File: config.mk
export PLATFORM = sky130hd
export DESIGN_NAME = pool2d_back
export DESIGN_NICKNAME = d
export VERILOG_FILES = /design/src/hw/rtl/pool2d_pkg.sv /design/src/hw/rtl/pool2d_back.sv
export SDC_FILE = /design/constraint.sdc
export NUM_CORES = 1
export LEC_CHECK = 0
export BUFFER_PORTS_ARGS = -buffer_cell sky130_fd_sc_hd__buf_2
export CAP_MARGIN = 20
export CELL_PAD_IN_SITES_DETAIL_PLACEMENT = 0
export CELL_PAD_IN_SITES_GLOBAL_PLACEMENT = 2
export CORE_MARGIN = 2
export CORE_UTILIZATION = 30
export DETAILED_ROUTE_END_ITERATION = 7
export PLACE_DENSITY_LB_ADDON = 0.1
export SYNTH_ARGS = -nofsm -noshare
export SYNTH_HDL_FRONTEND = slang
export SYNTH_SLANG_ARGS = --single-unit
File: constraint.sdc
create_clock -name clk -period 8.8 [get_ports clk]
set_input_delay 2.2 -clock clk [delete_from_list [all_inputs] [get_ports clk]]
set_output_delay 2.2 -clock clk [all_outputs]
set_load 0.01 [all_outputs]
File: src/hw/rtl/pool2d_pkg.sv
package pool2d_pkg;

  localparam int CfgIdxW = 3;
  localparam int CfgDataW = 8;

  typedef enum logic [CfgIdxW-1:0] {
    REG_MODE_AVERAGE = 3'd0,
    REG_NUM_ROWS     = 3'd1,
    REG_NUM_COLS     = 3'd2,
    REG_FILTER_ROWS  = 3'd3,
    REG_FILTER_COLS  = 3'd4,
    REG_STRIDE       = 3'd5
  } reg_idx_t;

  typedef enum logic [1:0] {
    ST_IDLE,
    ST_READ,
    ST_DIVIDE,
    ST_OUTPUT
  } back_state_t;

  localparam logic signed [7:0] ELEM_LOWEST = -8'sd128;

endpackage

File: src/hw/rtl/pool2d_back.sv
module pool2d_back #(
  parameter int MaxDim = 64,
  parameter int MaxFilter = 8,
  parameter int DimW = $clog2(MaxDim),
  parameter int FiltW = $clog2(MaxFilter + 1),
  parameter int AddrW = 2 * DimW
) (
  input  logic              clk,
  input  logic              rst,
  input  logic              restart,
  input  logic              mode_average,
  input  logic [FiltW-1:0]  fr,
  input  logic [FiltW-1:0]  fc,
  input  logic              job_valid,
  output logic              job_ready,
  input  logic [DimW-1:0]   job_r0,
  input  logic [DimW-1:0]   job_c0,
  input  logic [DimW-1:0]   job_oi,
  input  logic [DimW-1:0]   job_oj,
  input  logic              job_last,
  output logic [AddrW-1:0]  rd_addr,
  input  logic [7:0]        rd_data,
  output logic              out_valid,
  input  logic              out_ready,
  output logic signed [7:0] pooled_value,
  output logic [DimW-1:0]   out_row,
  output logic [DimW-1:0]   out_col,
  output logic              frame_last
);

  localparam int SumW = 8 + 2 * FiltW;
  localparam int AreaW = 2 * FiltW;

  pool2d_pkg::back_state_t state, state_next;

  logic [DimW-1:0]  r0, c0;
  logic [FiltW-1:0] k, m;
  logic             rd_pend, done_rd, last_issue;
  logic signed [SumW-1:0] sum;
  logic signed [7:0] best;
  logic signed [7:0] v;
  logic [AreaW-1:0] area;
  logic [SumW-1:0]  quo, rem;
  logic [$clog2(SumW+1)-1:0] bitc;
  logic neg;
  logic [SumW:0] trial;

  assign v = rd_data;
  assign area = AreaW'(fr) * AreaW'(fc);
  assign rd_addr = {r0 + DimW'(k), c0 + DimW'(m)};
  assign last_issue = (k == fr - 1'b1) && (m == fc - 1'b1);
  assign trial = {rem, quo[SumW-1]} - (SumW+1)'(area);

  always_comb begin
    state_next = state;
    unique case (state)
      pool2d_pkg::ST_IDLE:   if (job_valid) state_next = pool2d_pkg::ST_READ;
      pool2d_pkg::ST_READ:   if (done_rd && !rd_pend) state_next = pool2d_pkg::ST_DIVIDE;
      pool2d_pkg::ST_DIVIDE: if (bitc == '0) state_next = pool2d_pkg::ST_OUTPUT;
      pool2d_pkg::ST_OUTPUT: if (out_ready) state_next = pool2d_pkg::ST_IDLE;
      default:               state_next = pool2d_pkg::ST_IDLE;
    endcase
  end

  always_comb begin
    job_ready = (state == pool2d_pkg::ST_IDLE);
    out_valid = (state == pool2d_pkg::ST_OUTPUT);
  end

  always_ff @(posedge clk) begin
    if (rst || restart) begin
      state <= pool2d_pkg::ST_IDLE;
    end else begin
      state <= state_next;
    end
  end

  always_ff @(posedge clk) begin
    if (rst || restart) begin
      rd_pend <= 1'b0;
      done_rd <= 1'b0;
    end else begin
      unique case (state)
        pool2d_pkg::ST_IDLE: begin
          if (job_valid) begin
            r0 <= job_r0;
            c0 <= job_c0;
            out_row <= job_oi;
            out_col <= job_oj;
            frame_last <= job_last;
            k <= '0;
            m <= '0;
            sum <= '0;
            best <= pool2d_pkg::ELEM_LOWEST;
            rd_pend <= 1'b0;
            done_rd <= 1'b0;
          end
        end
        pool2d_pkg::ST_READ: begin
          rd_pend <= !done_rd;
          if (rd_pend) begin
            sum <= sum + SumW'(v);
            if (v > best) best <= v;
          end
          if (!done_rd) begin
            if (last_issue) begin
              done_rd <= 1'b1;
            end else if (m == fc - 1'b1) begin
              m <= '0;
              k <= k + 1'b1;
            end else begin
              m <= m + 1'b1;
            end
          end
        end
        default: ;
      endcase
    end
  end

  // Restoring division of the magnitude, one quotient bit per cycle.
  always_ff @(posedge clk) begin
    if (state == pool2d_pkg::ST_READ) begin
      neg <= sum[SumW-1];
      quo <= sum[SumW-1] ? SumW'(-sum) : SumW'(sum);
      rem <= '0;
      bitc <= ($clog2(SumW+1))'(SumW);
      if (rd_pend) begin
        neg <= (sum + SumW'(v)) < 0;
        quo <= ((sum + SumW'(v)) < 0) ? SumW'(-(sum + SumW'(v))) : SumW'(sum + SumW'(v));
      end
    end else if (state == pool2d_pkg::ST_DIVIDE && bitc != '0) begin
      bitc <= bitc - 1'b1;
      if (!trial[SumW]) begin
        rem <= trial[SumW-1:0];
        quo <= {quo[SumW-2:0], 1'b1};
      end else begin
        rem <= {rem[SumW-2:0], quo[SumW-1]};
        quo <= {quo[SumW-2:0], 1'b0};
      end
    end
  end

  logic signed [SumW:0] q_s;
  always_comb begin
    q_s = neg ? -$signed({1'b0, quo}) : $signed({1'b0, quo});
    if (!mode_average) pooled_value = best;
    else if (q_s > 127) pooled_value = 8'sd127;
    else if (q_s < -128) pooled_value = -8'sd128;
    else pooled_value = q_s[7:0];
  end

  a_hold: assert property (@(posedge clk) disable iff (rst)
    out_valid && !out_ready && !restart |=> out_valid && $stable(pooled_value))
    else $error("result changed while stalled");
  a_nojob: assert property (@(posedge clk) disable iff (rst)
    job_ready |-> !out_valid)
    else $error("ready to take a job while a result waits");
  a_div: assert property (@(posedge clk) disable iff (rst)
    state == pool2d_pkg::ST_DIVIDE |-> bitc <= SumW)
    else $error("divide counter out of range");

endmodule

==> flow_summary.json <==
{
  "synth_top_area_cell": "edfxtp_1",
  "cts_root_buffer": "clkbuf_16",
  "synthFlopType": "edfxtp_1",
  "synth_mux_area_frac": 0.02080,
  "cts_sinks": 99,
  "vias": 6281,
  "cp_cell_sequence": "buf_2 -> and2_1 -> fa_1 -> ha_1 -> fa_1 -> inv_1 -> ha_1 -> a21oi_1 -> o21ai_0 -> a31oi_1 -> o211ai_1 -> xor2_2 -> buf_8 -> nand3_1 -> xor2_1 -> a21oi_1",
  "hold_depth": 2,
  "totalWireLength_mm": 19.99,
  "synth_edf_count": 74,
  "worst_skew_pair.late_latency_ns": 0.35,
  "grt_pass1_wl_mm": 33.29,
  "start_kind": "input pin",
  "rsz0062_at_grt": "no",
  "vdd_ir_drop_max_uv": 79.31,
  "synth.ff_latch_count": 99,
  "netlist_top_cells_area": "edfxtp_1, ha_1, dfxtp_1, xnor2_1, nor2_1",
  "first_iter_violations": 314,
  "reg2regPathDepth": 15,
  "synth_top_family_by_area": "simple AND/OR/NAND/NOR gates",
  "dp.cells": 1261,
  "r2r_start": "rem[1]$_SDFFE_PP0P_",
  "crit_arrival_ns": 6.11,
  "num_antenna_cells": 0,
  "fp-row-count": 59,
  "synth_xor_area_frac": 0.09543,
  "numCtsBuffers": 9,
  "postCtsSetupRepairBufs": 0,
  "switchingPower_w": 0.0005969,
  "synth_top_cell_area_share": 0.2820,
  "stdcell_count": 1278,
  "outcome": "finished clean",
  "sequentialPowerShare": 0.364,
  "hp-start": "bitc[4]$_SDFFE_PP1P_",
  "crit_path_max_fanout": 15,
  "yosys.area_share.simple": 0.1856,
  "wl_per_cell_um": 15.64,
  "grt_use_total": 0.1476,
  "die_x_um": 166.1,
  "finalSetupTns_ns": 0,
  "core_area_um2": 25910,
  "ant_nets": 0,
  "relSlewSlack": 0.3566,
  "hold_path_end": "bitc[4]$_SDFFE_PP1P_",
  "dr.pass1.iters": 5,
  "synthAdderAreaFrac": 0.1305,
  "initial_core_util": 0.3041,
  "cts_resized": 0,
  "tightest_slew_ns": 0.9587,
  "io_pins": 82,
  "switching_share": 0.3694,
  "fin_crit_sh": 0.6616,
  "synthesis.nets": 994,
  "fmax_mhz": 171.8,
  "end_kind": "flop",
  "place_congestion": 0.7228,
  "dpl.hpwl_mm": 14.99,
  "num-nets-final": 1060,
  "grt_max_degree": 57,
  "worstSetupPathType": "input pin to flop",
  "portBuffers": 81,
  "ys_seq_area_frac": 0.3455,
  "timing.rr.end": "rem[14]$_SDFFE_PP0P_",
  "cpPeakStageDelay_ns": 0.50,
  "drc_errors": 0,
  "setup_viol": 0,
  "power.leakage_nw": 3.624,
  "hold_viol": 0,
  "hold_slack_ns": 0.4669,
  "die_y_um": 166.1,
  "skew_ns": 0.01232,
  "antenna_found_initial": 0,
  "clock_path_buffers": 2,
  "drive_gt1_frac": 0.1357,
  "finalCriticalPeriod_ns": 5.822,
  "cts_max_level": 3,
  "synth_compound_area_frac": 0.1686,
  "cp_slowest_cell": "fa_1",
  "synth_cell_types": 73,
  "syn_inst": 872,
  "hp-class": "flop to flop",
  "synth_area_um2": 7880,
  "r2r_setup_slack_ns": 4.84,
  "clkPwrFrac": 0.242,
  "required_ns": 9.08,
  "yosysWarnings": 0,
  "avgSynthCellArea_um2": 9.037,
  "syn_to_final_growth_pct": 13.42,
  "cts_hold_buf": 0,
  "power_density_nw_per_um2": 180.8,
  "clkSlewWorstSetupHoldPaths_ns": 0.08,
  "cts_tree": "done",
  "p_int_w": 0.001019,
  "vias_per_cell": 4.915,
  "die_area_um2": 27580,
  "drv_cap": 0,
  "p_comb_frac": 0.394,
  "synthArstFlopShare": 0,
  "report.final.slew_viol_count": 0,
  "first_global_vias": 6317,
  "final_core_util": 0.3449,
  "overflow": 0
}
[layout by cell type, fill, tap and decap left out, drive strengths merged, types with 25 or more instances in the layout]
cell type,netlist,routed
inv,68,71
nand2,59,59
xnor2,51,51
buf,9,91
a21oi,49,49
o21ai,54,54
and2,27,27
ha,63,63
dfxtp,25,25
nor2,87,87
edfxtp,74,74
xor2,34,34
[worst max-delay path by stage]
stage           from              endpoint  slack [ns]
6_report       fc[3]  rem[14]$_SDFFE_PP0P_        2.98
4_1_cts        fc[3]   rem[9]$_SDFFE_PP0P_        2.42
5_1_grt        fc[3]  rem[14]$_SDFFE_PP0P_        2.57
3_5_place_dp   fc[3]   rem[9]$_SDFFE_PP0P_        2.04
2_1_floorplan  fc[3]   rem[9]$_SDFFE_PP0P_        3.01
3_3_place_gp   fc[3]   rem[9]$_SDFFE_PP0P_        2.21
[stage by stage]
step	power, W	worst slack (ns)	cell area [um^2]
after detailed placement	0.001233	2.042	8638
after global placement	0.001238	2.207	8611
after CTS	0.001634	2.422	8922
final	0.001616	2.978	8937
after floorplan	0.001081	3.007	7880
after global routing	0.001757	2.571	8937
[power by group through the flow]
stage | Sequential [W] | Clock, W | Combinational [W]
6_report | 0.000588 | 0.000391 | 0.000637
3_5_place_dp | 0.000599 | 0 | 0.000635
5_1_grt | 0.000595 | 0.000425 | 0.000737
3_3_place_gp | 0.000602 | 0 | 0.000636
4_1_cts | 0.000589 | 0.000407 | 0.000639
2_1_floorplan | 0.000585 | 0 | 0.000496
[per-layer routing]
layer,vias up,GRT usage,routed length (um)
met1,2952,0.1973,9715
met2,79,0.2538,9531
met5,-,0,0
met3,12,0.02431,577
met4,0,0.02684,167
li1,3238,-,-
[kinds of logic (layout without fill, tap and decap cells)]
kind of cell / Yosys count / count (layout)
AND/OR/NAND/NOR: 288 / 288
AO/OA/AOI/OAI: 205 / 205
buffers and inverters: 104 / 175
flip-flops: 99 / 99
XOR/XNOR: 85 / 85
adder cells (fa/ha/maj): 75 / 75
multiplexers: 16 / 16
[registers in the layout, summed over array words and instances (netlist names), 6 cells and up]
name     cells
quo         16
rem         16
sum         16
best         8
c0           6
out_col      6
out_row      6
r0           6
[worst max-delay path, delay by kind of cell]
family / cells / cell delay, ns
AOI/OAI and AO/OA: 5 / 1.06
xor gates and xnor gates: 2 / 0.55
adders and majority gates: 4 / 1.63
buffers and inverters: 3 / 0.39
and+or+nand+nor: 2 / 0.27
[area by class of cell]
type	count	area, um^2
Inverter	68	255.2
Multi-Input combinational cell	669	4748
Tap cell	335	419.2
Timing Repair Buffer	91	508.0
Clock inverter	7	58.81
Clock buffer	9	225.2
Sequential cell	99	2723
Fill cell	2756	16970
[cells in the mapped netlist, types with 4 or more instances]
cell type,instances
a211oi_1,17
xor2_1,33
nand2_1,58
a31oi_1,5
nor2_1,87
nand3_1,22
clkbuf_1,26
and3_1,7
o31ai_1,10
or3_1,7
a311o_1,7
and2_1,26
o21ai_0,51
mux2i_1,13
edfxtp_1,74
nor4_1,4
o41ai_1,4
or2_2,4
nand2b_1,11
a21o_1,16
nor3b_1,4
nor3_1,18
nor2b_1,14
fa_1,12
ha_1,63
xnor2_1,51
dfxtp_1,25
inv_1,68
o21a_1,6
a2111oi_0,4
nand4_1,7
a21oi_1,49
o211ai_1,7
No activity file was read; power rests on OpenSTA's default activity.
