`src/hw/rtl/pool2d_front.sv`:
```
module pool2d_front #(
  parameter int MaxDim = 64,
  parameter int MaxFilter = 8,
  parameter int DimW = $clog2(MaxDim),
  parameter int FiltW = $clog2(MaxFilter + 1)
) (
  input  logic             clk,
  input  logic             rst,
  input  logic             restart,
  input  logic             in_valid,
  input  logic             in_ready,
  input  logic [DimW:0]    rows,
  input  logic [DimW:0]    cols,
  input  logic [FiltW-1:0] fr,
  input  logic [FiltW-1:0] fc,
  input  logic [3:0]       st,
  output logic [DimW-1:0]  wr_row,
  output logic [DimW-1:0]  wr_col,
  output logic             job_valid,
  output logic [DimW-1:0]  job_r0,
  output logic [DimW-1:0]  job_c0,
  output logic [DimW-1:0]  job_oi,
  output logic [DimW-1:0]  job_oj,
  output logic             job_last
);

  // Row and column phase counters stand in for modulo by the stride.
  logic [DimW-1:0] row_count, col_count;
  logic [DimW-1:0] oi, oj;
  logic [3:0]      rph, cph;
  logic [DimW:0]   dr, dc;
  logic            row_hit, col_hit, row_in, col_in;
  logic [DimW:0]   span_r, span_c;

  assign wr_row = row_count;
  assign wr_col = col_count;

  assign dr = {1'b0, row_count} + 1'b1 - (DimW+1)'(fr);
  assign dc = {1'b0, col_count} + 1'b1 - (DimW+1)'(fc);
  assign span_r = rows - (DimW+1)'(fr);
  assign span_c = cols - (DimW+1)'(fc);
  assign row_in = (rows >= (DimW+1)'(fr)) && ({1'b0, row_count} + 1'b1 >= (DimW+1)'(fr));
  assign col_in = (cols >= (DimW+1)'(fc)) && ({1'b0, col_count} + 1'b1 >= (DimW+1)'(fc));
  assign row_hit = row_in && (rph == 4'd0) && (dr <= span_r);
  assign col_hit = col_in && (cph == 4'd0) && (dc <= span_c);

  logic acc;
  assign acc = in_valid && in_ready;

  logic [DimW:0] nr_r, nr_c;
  assign nr_r = dr + (DimW+1)'(st);
  assign nr_c = dc + (DimW+1)'(st);

  always_ff @(posedge clk) begin
    if (rst || restart) begin
      row_count <= '0;
      col_count <= '0;
      rph <= '0;
      cph <= '0;
      oi <= '0;
      oj <= '0;
      job_valid <= 1'b0;
    end else begin
      job_valid <= 1'b0;
      if (acc) begin
        job_valid <= row_hit && col_hit;
        job_r0 <= dr[DimW-1:0];
        job_c0 <= dc[DimW-1:0];
        job_oi <= oi;
        job_oj <= oj;
        job_last <= (nr_r > span_r) && (nr_c > span_c);
        if ({1'b0, col_count} + 1'b1 >= cols) begin
          col_count <= '0;
          cph <= '0;
          oj <= '0;
          if ({1'b0, row_count} + 1'b1 >= rows) begin
            row_count <= '0;
            rph <= '0;
            oi <= '0;
          end else begin
            row_count <= row_count + 1'b1;
            if (row_in) begin
              if (rph + 4'd1 >= st) begin
                rph <= '0;
                oi <= oi + 1'b1;
              end else begin
                rph <= rph + 4'd1;
              end
            end
          end
        end else begin
          col_count <= col_count + 1'b1;
          if (col_in) begin
            if (cph + 4'd1 >= st) begin
              cph <= '0;
              oj <= oj + 1'b1;
            end else begin
              cph <= cph + 4'd1;
            end
          end
        end
      end
    end
  end

endmodule

```
`config.mk`:
```
export PLATFORM = sky130hd
export DESIGN_NAME = pool2d_front
export DESIGN_NICKNAME = d
export VERILOG_FILES = /design/src/hw/rtl/pool2d_front.sv
export SDC_FILE = /design/constraint.sdc
export NUM_CORES = 1
export LEC_CHECK = 0
export ABC_CLOCK_PERIOD_IN_PS = 4200
export BUFFER_PORTS_ARGS = -buffer_cell sky130_fd_sc_hd__buf_2
export CORE_MARGIN = 2
export CORE_UTILIZATION = 50
export DETAILED_ROUTE_END_ITERATION = 16
export PLACE_DENSITY_LB_ADDON = 0.12
export SETUP_SLACK_MARGIN = 0.4
export SLEW_MARGIN = 20
export SYNTH_ARGS = -nofsm -noshare
export SYNTH_HDL_FRONTEND = slang
export SYNTH_SLANG_ARGS = --single-unit
```
`constraint.sdc`:
```
create_clock -name clk -period 4.2 [get_ports clk]
set_input_delay 0 -clock clk [delete_from_list [all_inputs] [get_ports clk]]
set_output_delay 0 -clock clk [all_outputs]
set_load 0.1 [all_outputs]
```
==> impl_metrics.py, run 1 <==
metrics = {
    "critical_path": {
        "crit_type": "reg2reg",
        "start_kind": "flop",
        "path_max_fanout": 8,
        "cp.arrival_ns": 3.70,
        "r2r_setup_slack_ns": 0.60,
        "end_kind": "flop",
        "cp.required_ns": 4.30,
    },
    "timing": {
        "rsz0062_at_grt": "yes",
        "slew_violations": 0,
        "hold_viol_final": 0,
        "clock_skew_ns": 0.003851,
        "worst_pin_slew_ns": 0.7937,
        "fmax_ghz": 0.2775,
        "tns_ns": 0,
        "relSlewSlack": 0.4696,
        "fin_crit_ns": 3.604,
        "finalSetupViolations": 0,
        "post-route-period-util": 0.8580,
    },
    "place": {
        "gp_congestion": 0.8552,
        "port_buffers": 68,
        "dp_hpwl_um": 10000,
        "post_dp_cell_area_um2": 5639,
    },
    "synthesis": {
        "synth_area_leaders": "ha_1 (19%), edfxtp_1 (15%), dfxtp_1 (13%), xnor2_1 (4.9%), inv_1 (3.9%)",
        "synthMostInstantiatedCell": "ha_1",
        "synth-seq-cells": 58,
        "synthFlopType": "dfxtp_1",
        "synth.distinct_cells": 67,
        "yosys.area.top_type": "ha_1",
        "avgSynthCellArea_um2": 8.936,
        "syn-num-nets": 694,
        "yosysSeqAreaShare": 0.2737,
        "ys_top_cells_by_count": "ha_1 (80), inv_1 (53), nand3_1 (35), nor2_1 (34)",
        "yosysTopAreaCellShare": 0.1941,
        "netlist_instances": 577,
        "yosys_warnings": 0,
        "netlist_area_um2": 5156,
        "ys_async_sr_fraction": 0,
        "synth_edf_count": 25,
    },
    "detailed_routing": {
        "routedWlPerCell_um": 16.32,
        "vias": 4557,
        "ant_nets": 0,
        "first_pass_iters": 5,
        "first_iter_violations": 177,
        "wl_um": 12940,
        "viasPerCell": 5.747,
        "drc_errors": 0,
    },
    "pwr": {
        "p_clk_frac": 0.360,
        "p_leak_nw": 2.614,
        "p_sw_frac": 0.3229,
        "p_comb_frac": 0.279,
        "power_density_nw_per_um2": 277.0,
        "ir_drop_mv": 0.1421,
        "p_seq_frac": 0.361,
        "internal_power_mw": 1.118,
        "switchingPower_mw": 0.5333,
    },
    "final_layout": {
        "num-nets-final": 769,
        "nFillCells": 924,
        "num_antenna_cells": 0,
        "area_delta_synth_final_pct": 15.65,
        "final_area_um2": 5963,
        "drive_above_1_share": 0.2024,
    },
    "global_routing": {
        "gr-usage-all-layers": 0.2398,
        "grt_max_degree": 29,
        "grt_pass1_vias": 4448,
        "overflow": 0,
        "antenna_found_initial": 0,
        "grt_pass1_wl_um": 21180,
    },
    "floorplanning": {
        "rows": 37,
        "dieArea_um2": 11140,
        "core_um2": 10180,
        "initial_core_util": 0.5063,
        "die_w_um": 105.6,
        "die_y_um": 105.6,
        "ioPinCount": 69,
    },
    "cts": {
        "clock_latency_ns": 0.35,
        "root_buffer": "clkbuf_8",
        "clkTransAtPathRegs_ns": 0.07,
        "clkSinkCount": 58,
        "cts_buffers": 9,
        "cts_tree": "built",
        "htree_levels": 3,
        "cts_buffer_depth": 2,
    },
    "flow_run": {
        "maxCapViolCount": 0,
    },
    "run_status": {
        "outcome": "finished clean",
    },
    "min_path": {
        "hp-class": "in2reg",
    },
}
## flip-flops by register name, indices dropped and copies added (netlist names)
register   count
job_c0         6
job_oi         6
job_oj         6
job_r0         6
oi             6
oj             6
wr_col         6
wr_row         6
cph            4
rph            4
job_last       1
job_valid      1
## area by class of cell
| type | count | area (um2) | area share |
|---|---|---|---|
| clock buffers | 9 | 123.9 | 0.02077 |
| clock inverters | 7 | 101.3 | 0.01700 |
| inverters | 53 | 198.9 | 0.03336 |
| multi-input cells | 451 | 3527 | 0.5915 |
| flip-flops and latches | 58 | 1419 | 0.2379 |
| well taps | 136 | 170.2 | 0.02854 |
| repair buffers | 79 | 422.9 | 0.07092 |
## power groups by stage
stage                     Combinational (mW)  Clock (mW)  Sequential (mW)
after global placement                 0.435           0            0.608
after global routing                   0.519       0.634            0.596
final                                  0.461       0.595            0.595
after CTS                              0.454       0.605            0.595
after floorplan                        0.308           0            0.641
after detailed placement               0.449           0            0.608
## per-layer routing
layer / track usage / up-vias / routed length (um)
met3: 0.05318 / 17 / 432
li1: - / 2275 / -
met5: 0 / - / 0
met1: 0.3000 / 2172 / 5830
met2: 0.4097 / 93 / 6453
met4: 0.07801 / 0 / 228
## through the flow
step | util | setup slack, ns | power [mW] | instances | hold WS [ns]
after detailed placement | 0.5537 | 0.3767 | 1.058 | 771 | 0.4797
after global routing | 0.5855 | 0.3766 | 1.749 | 793 | 0.06275
after CTS | 0.5769 | 0.4288 | 1.653 | 787 | 0.1450
final | 0.5855 | 0.5964 | 1.652 | 793 | 0.06403
after global placement | 0.5537 | 0.4819 | 1.043 | 771 | 0.4684
after floorplan | - | 0.4190 | 0.9485 | 577 | 0.2507
## worst paths after layout
check,cells after the start,startpoint,end
min,4,rst,oj[0]$_SDFFE_PP0P_
min reg2reg,2,wr_col[1]$_SDFFE_PP0P_,wr_col[1]$_SDFFE_PP0P_
max,15,wr_col[0]$_SDFFE_PP0P_,job_last$_DFFE_PP_
max reg2reg,15,wr_col[0]$_SDFFE_PP0P_,job_last$_DFFE_PP_
## critical path: stages (launching register included)
cell and delay [ns]:
dfxtp_2 0.42, ha_2 0.25, xor2_1 0.23, ha_1 0.35
o21a_1 0.20, o31a_1 0.14, a21oi_2 0.22, ha_1 0.31
nor2b_1 0.15, o21ai_1 0.16, xnor2_1 0.14, ha_1 0.26
a21o_1 0.18, a21oi_1 0.12, o21ai_0 0.09, nor4b_1 0.14
## kinds of logic (layout without fill, tap and decap cells)
kind of cell	Yosys count	in the layout	synth area share
and+or+nand+nor	188	188	0.1963
AOI/OAI and AO/OA	134	134	0.1805
adders and majority gates	86	86	0.2174
buffers and inverters	68	148	0.05266
DFF	58	58	0.2737
xor gates and xnor gates	39	39	0.07134
muxes	4	4	0.008008
## layout by cell type, fill, tap and decap left out, drive strengths merged, types with 4 or more instances in the layout
cell and instances:
nand3 36, and3 9, nor2 35, dfxtp 33, fa 6, nand2 29
nand3b 7, xor2 9, nand2b 13, a211oi 8, a211o 5, ha 80
o21ai 23, o2111ai 4, or2 4, clkbuf 9, nor3 13, inv 55
o211ai 7, a2111oi 6, edfxtp 25, a21oi 35, nor4 6, nor4b 4
a21o 10, nor2b 8, buf 79, xnor2 30, a31oi 12, nand4 14
o21a 6
## timing repair
item	4_1_cts	5_1_grt
resized for setup	2	10
endpoints found under the hold margin	0	0
endpoints found under the setup margin	2	2
cloned	0	0
buffers inserted	0	6
pin swaps	0	3
hold buffers	0	0
(Power assumes the default switching activity.)
==> run 2, diff against run 1 <==
--- a/config.mk
+++ b/config.mk
@@ -5,7 +5,7 @@
 export SDC_FILE = /design/constraint.sdc
 export NUM_CORES = 1
 export LEC_CHECK = 0
-export ABC_CLOCK_PERIOD_IN_PS = 4200
+export ABC_CLOCK_PERIOD_IN_PS = 3800
 export BUFFER_PORTS_ARGS = -buffer_cell sky130_fd_sc_hd__buf_2
 export CORE_MARGIN = 2
 export CORE_UTILIZATION = 50
==> constraint.sdc (replaced) <==
create_clock -name clk -period 3.8 [get_ports clk]
set_input_delay 0 -clock clk [delete_from_list [all_inputs] [get_ports clk]]
set_output_delay 0 -clock clk [all_outputs]
set_load 0.1 [all_outputs]
==> impl_metrics.py, run 2 (synthesis gave the netlist of run 1 again) <==
metrics = {
    "timing": {
        "tns_ns": 0,
        "finalSetupViolations": 0,
        "post-route-period-util": 0.8774,
        "relSlewSlack": 0.4897,
        "fmax_ghz": 0.2999,
        "hold_viol_final": 0,
        "rsz0062_at_grt": "no",
        "slew_violations": 0,
        "worst_pin_slew_ns": 0.7591,
        "clock_skew_ns": 0.01072,
        "fin_crit_ns": 3.334,
    },
    "critical_path": {
        "slowest_stage": "fa_2",
        "cp.required_ns": 3.90,
        "end_kind": "flop",
        "rr_worst_depth": 14,
        "r2r_setup_slack_ns": 0.47,
        "path_max_fanout": 7,
        "path_cells": "ha_4 > inv_1 > fa_2 > inv_1 > ha_1 > a21o_1 > a21oi_2 > nor2b_1 > o21ai_1 > xnor2_1 > ha_1 > o21a_1 > o22ai_2 > nor4b_2",
        "cp.arrival_ns": 3.43,
        "start_kind": "flop",
        "cpPeakStageDelay_ns": 0.56,
        "crit_type": "reg2reg",
    },
    "floorplanning": {
        "die_y_um": 105.6,
        "ioPinCount": 69,
        "dieArea_um2": 11140,
        "die_w_um": 105.6,
        "rows": 37,
        "initial_core_util": 0.5063,
        "core_um2": 10180,
    },
    "run_status": {
        "outcome": "finished clean",
    },
    "min_path": {
        "worstHoldPathCells": 4,
        "hp-class": "in2reg",
    },
    "final_layout": {
        "final_util": 0.6345,
        "area_delta_synth_final_pct": 25.33,
        "num_antenna_cells": 0,
        "final_area_um2": 6462,
        "layout_common_cells": "ha_1 (71), buf_2 (68), inv_1 (52), buf_4 (33), nand3_1 (32)",
        "drive_above_1_share": 0.2779,
        "final_cells": 816,
        "final_common_cell": "ha_1",
        "num-nets-final": 792,
    },
    "place": {
        "port_buffers": 68,
        "gp_congestion": 0.8847,
        "placedCellCount": 776,
        "dp_hpwl_um": 10100,
        "post_dp_cell_area_um2": 5741,
    },
    "detailed_routing": {
        "vias": 4650,
        "wl_met3_um": 488,
        "route.met2.wl_um": 6829,
        "drc_errors": 0,
        "viasPerCell": 5.699,
        "maxUsedRoutingLayer": "met4",
        "wl_um": 13530,
        "routedWlPerCell_um": 16.58,
        "met1_length_um": 6041,
        "first_pass_iters": 5,
        "first_iter_violations": 220,
        "ant_nets": 0,
    },
    "cts": {
        "cts_buffer_depth": 2,
        "cts_buffers": 9,
        "clkSinkCount": 58,
        "clock_latency_ns": 0.35,
        "clkTransAtPathRegs_ns": 0.08,
        "cts_tree": "built",
        "root_buffer": "clkbuf_8",
        "cts_hold_buf": 0,
        "htree_levels": 3,
    },
    "pwr": {
        "p_clk_frac": 0.343,
        "switchingPower_mw": 0.6179,
        "ir_drop_mv": 0.1727,
        "power_density_nw_per_um2": 296.1,
        "p_comb_frac": 0.315,
        "p_seq_frac": 0.342,
        "p_leak_nw": 2.769,
        "internal_power_mw": 1.295,
        "p_sw_frac": 0.3230,
    },
    "global_routing": {
        "grt_pass1_vias": 4349,
        "grt_max_degree": 29,
        "gr-usage-all-layers": 0.2387,
        "antenna_found_initial": 0,
        "overflow": 0,
        "grt_pass1_wl_um": 21120,
    },
    "flow_run": {
        "maxCapViolCount": 0,
    },
}
==> run 2: cell types whose count changed in the layout (fill, tap and decap cells not counted), moves of 4 or more <==
cell / previous run / this run
buf_4: 11 / 33
ha_4: 1 / 9
ha_1: 78 / 71
dfxtp_4: 0 / 6
a21oi_1: 31 / 26
a21oi_2: 4 / 8
dfxtp_2: 6 / 2
o21ai_0: 19 / 15
==> run 2: stage by stage <==
step           power (mW)  worst slack [ns]  hold slack (ns)
6_report            1.913            0.4661          0.06300
2_1_floorplan       1.047            0.4071           0.2459
3_5_place_dp        1.173            0.1434           0.4926
4_1_cts             1.847            0.4137           0.1464
5_1_grt             2.009            0.3292          0.07597
3_3_place_gp        1.157            0.2701           0.4855
==> run 2: critical path: cells and delay by family, from the launching register on <==
family | cells | cell delay (ns)
flops | 1 | 0.38
compound gates | 5 | 0.88
xor+xnor | 1 | 0.15
fa+ha+maj | 4 | 1.39
simple gates | 2 | 0.15
buf+inv | 2 | 0.13
==> run 2: path summary, 6_finish.rpt <==
| check | start | end |
|---|---|---|
| worst max-delay path | wr_row[0]$_SDFFE_PP0P_ | job_last$_DFFE_PP_ |
| worst min-delay path | rst | wr_row[3]$_SDFFE_PP0P_ |
| worst max register to register | wr_row[0]$_SDFFE_PP0P_ | job_last$_DFFE_PP_ |
| worst min register to register | rph[3]$_SDFFE_PP0P_ | rph[3]$_SDFFE_PP0P_ |
==> run 2: metal layers <==
layer / vias up / track usage
met1: 2210 / 0.3023
met2: 98 / 0.4124
met3: 15 / 0.04329
li1: 2327 / -
met4: 0 / 0.07425
met5: - / 0
==> run 2: area by class of cell <==
| class | instances | area (um2) |
|---|---|---|
| Sequential cell | 58 | 1436 |
| Timing Repair Buffer | 102 | 599.3 |
| Inverter | 53 | 198.9 |
| Clock buffer | 12 | 145.1 |
| Fill cell | 871 | 3722 |
| Multi-Input combinational cell | 451 | 3837 |
| Clock inverter | 4 | 75.07 |
| Tap cell | 136 | 170.2 |
==> run 2: what timing repair did <==
item                                    in CTS  in global routing
endpoints found under the setup margin       2                  2
resized for setup                           12                 40
pin swaps                                    7                 34
setup buffers                                5                 19
==> run 2: power by group through the flow <==
stage | clock (mW) | sequential [mW] | combinational, mW
floorplan | 0 | 0.705 | 0.342
global placement | 0 | 0.668 | 0.489
detailed placement | 0 | 0.669 | 0.505
CTS | 0.670 | 0.654 | 0.522
global route | 0.690 | 0.655 | 0.664
finish | 0.657 | 0.654 | 0.602
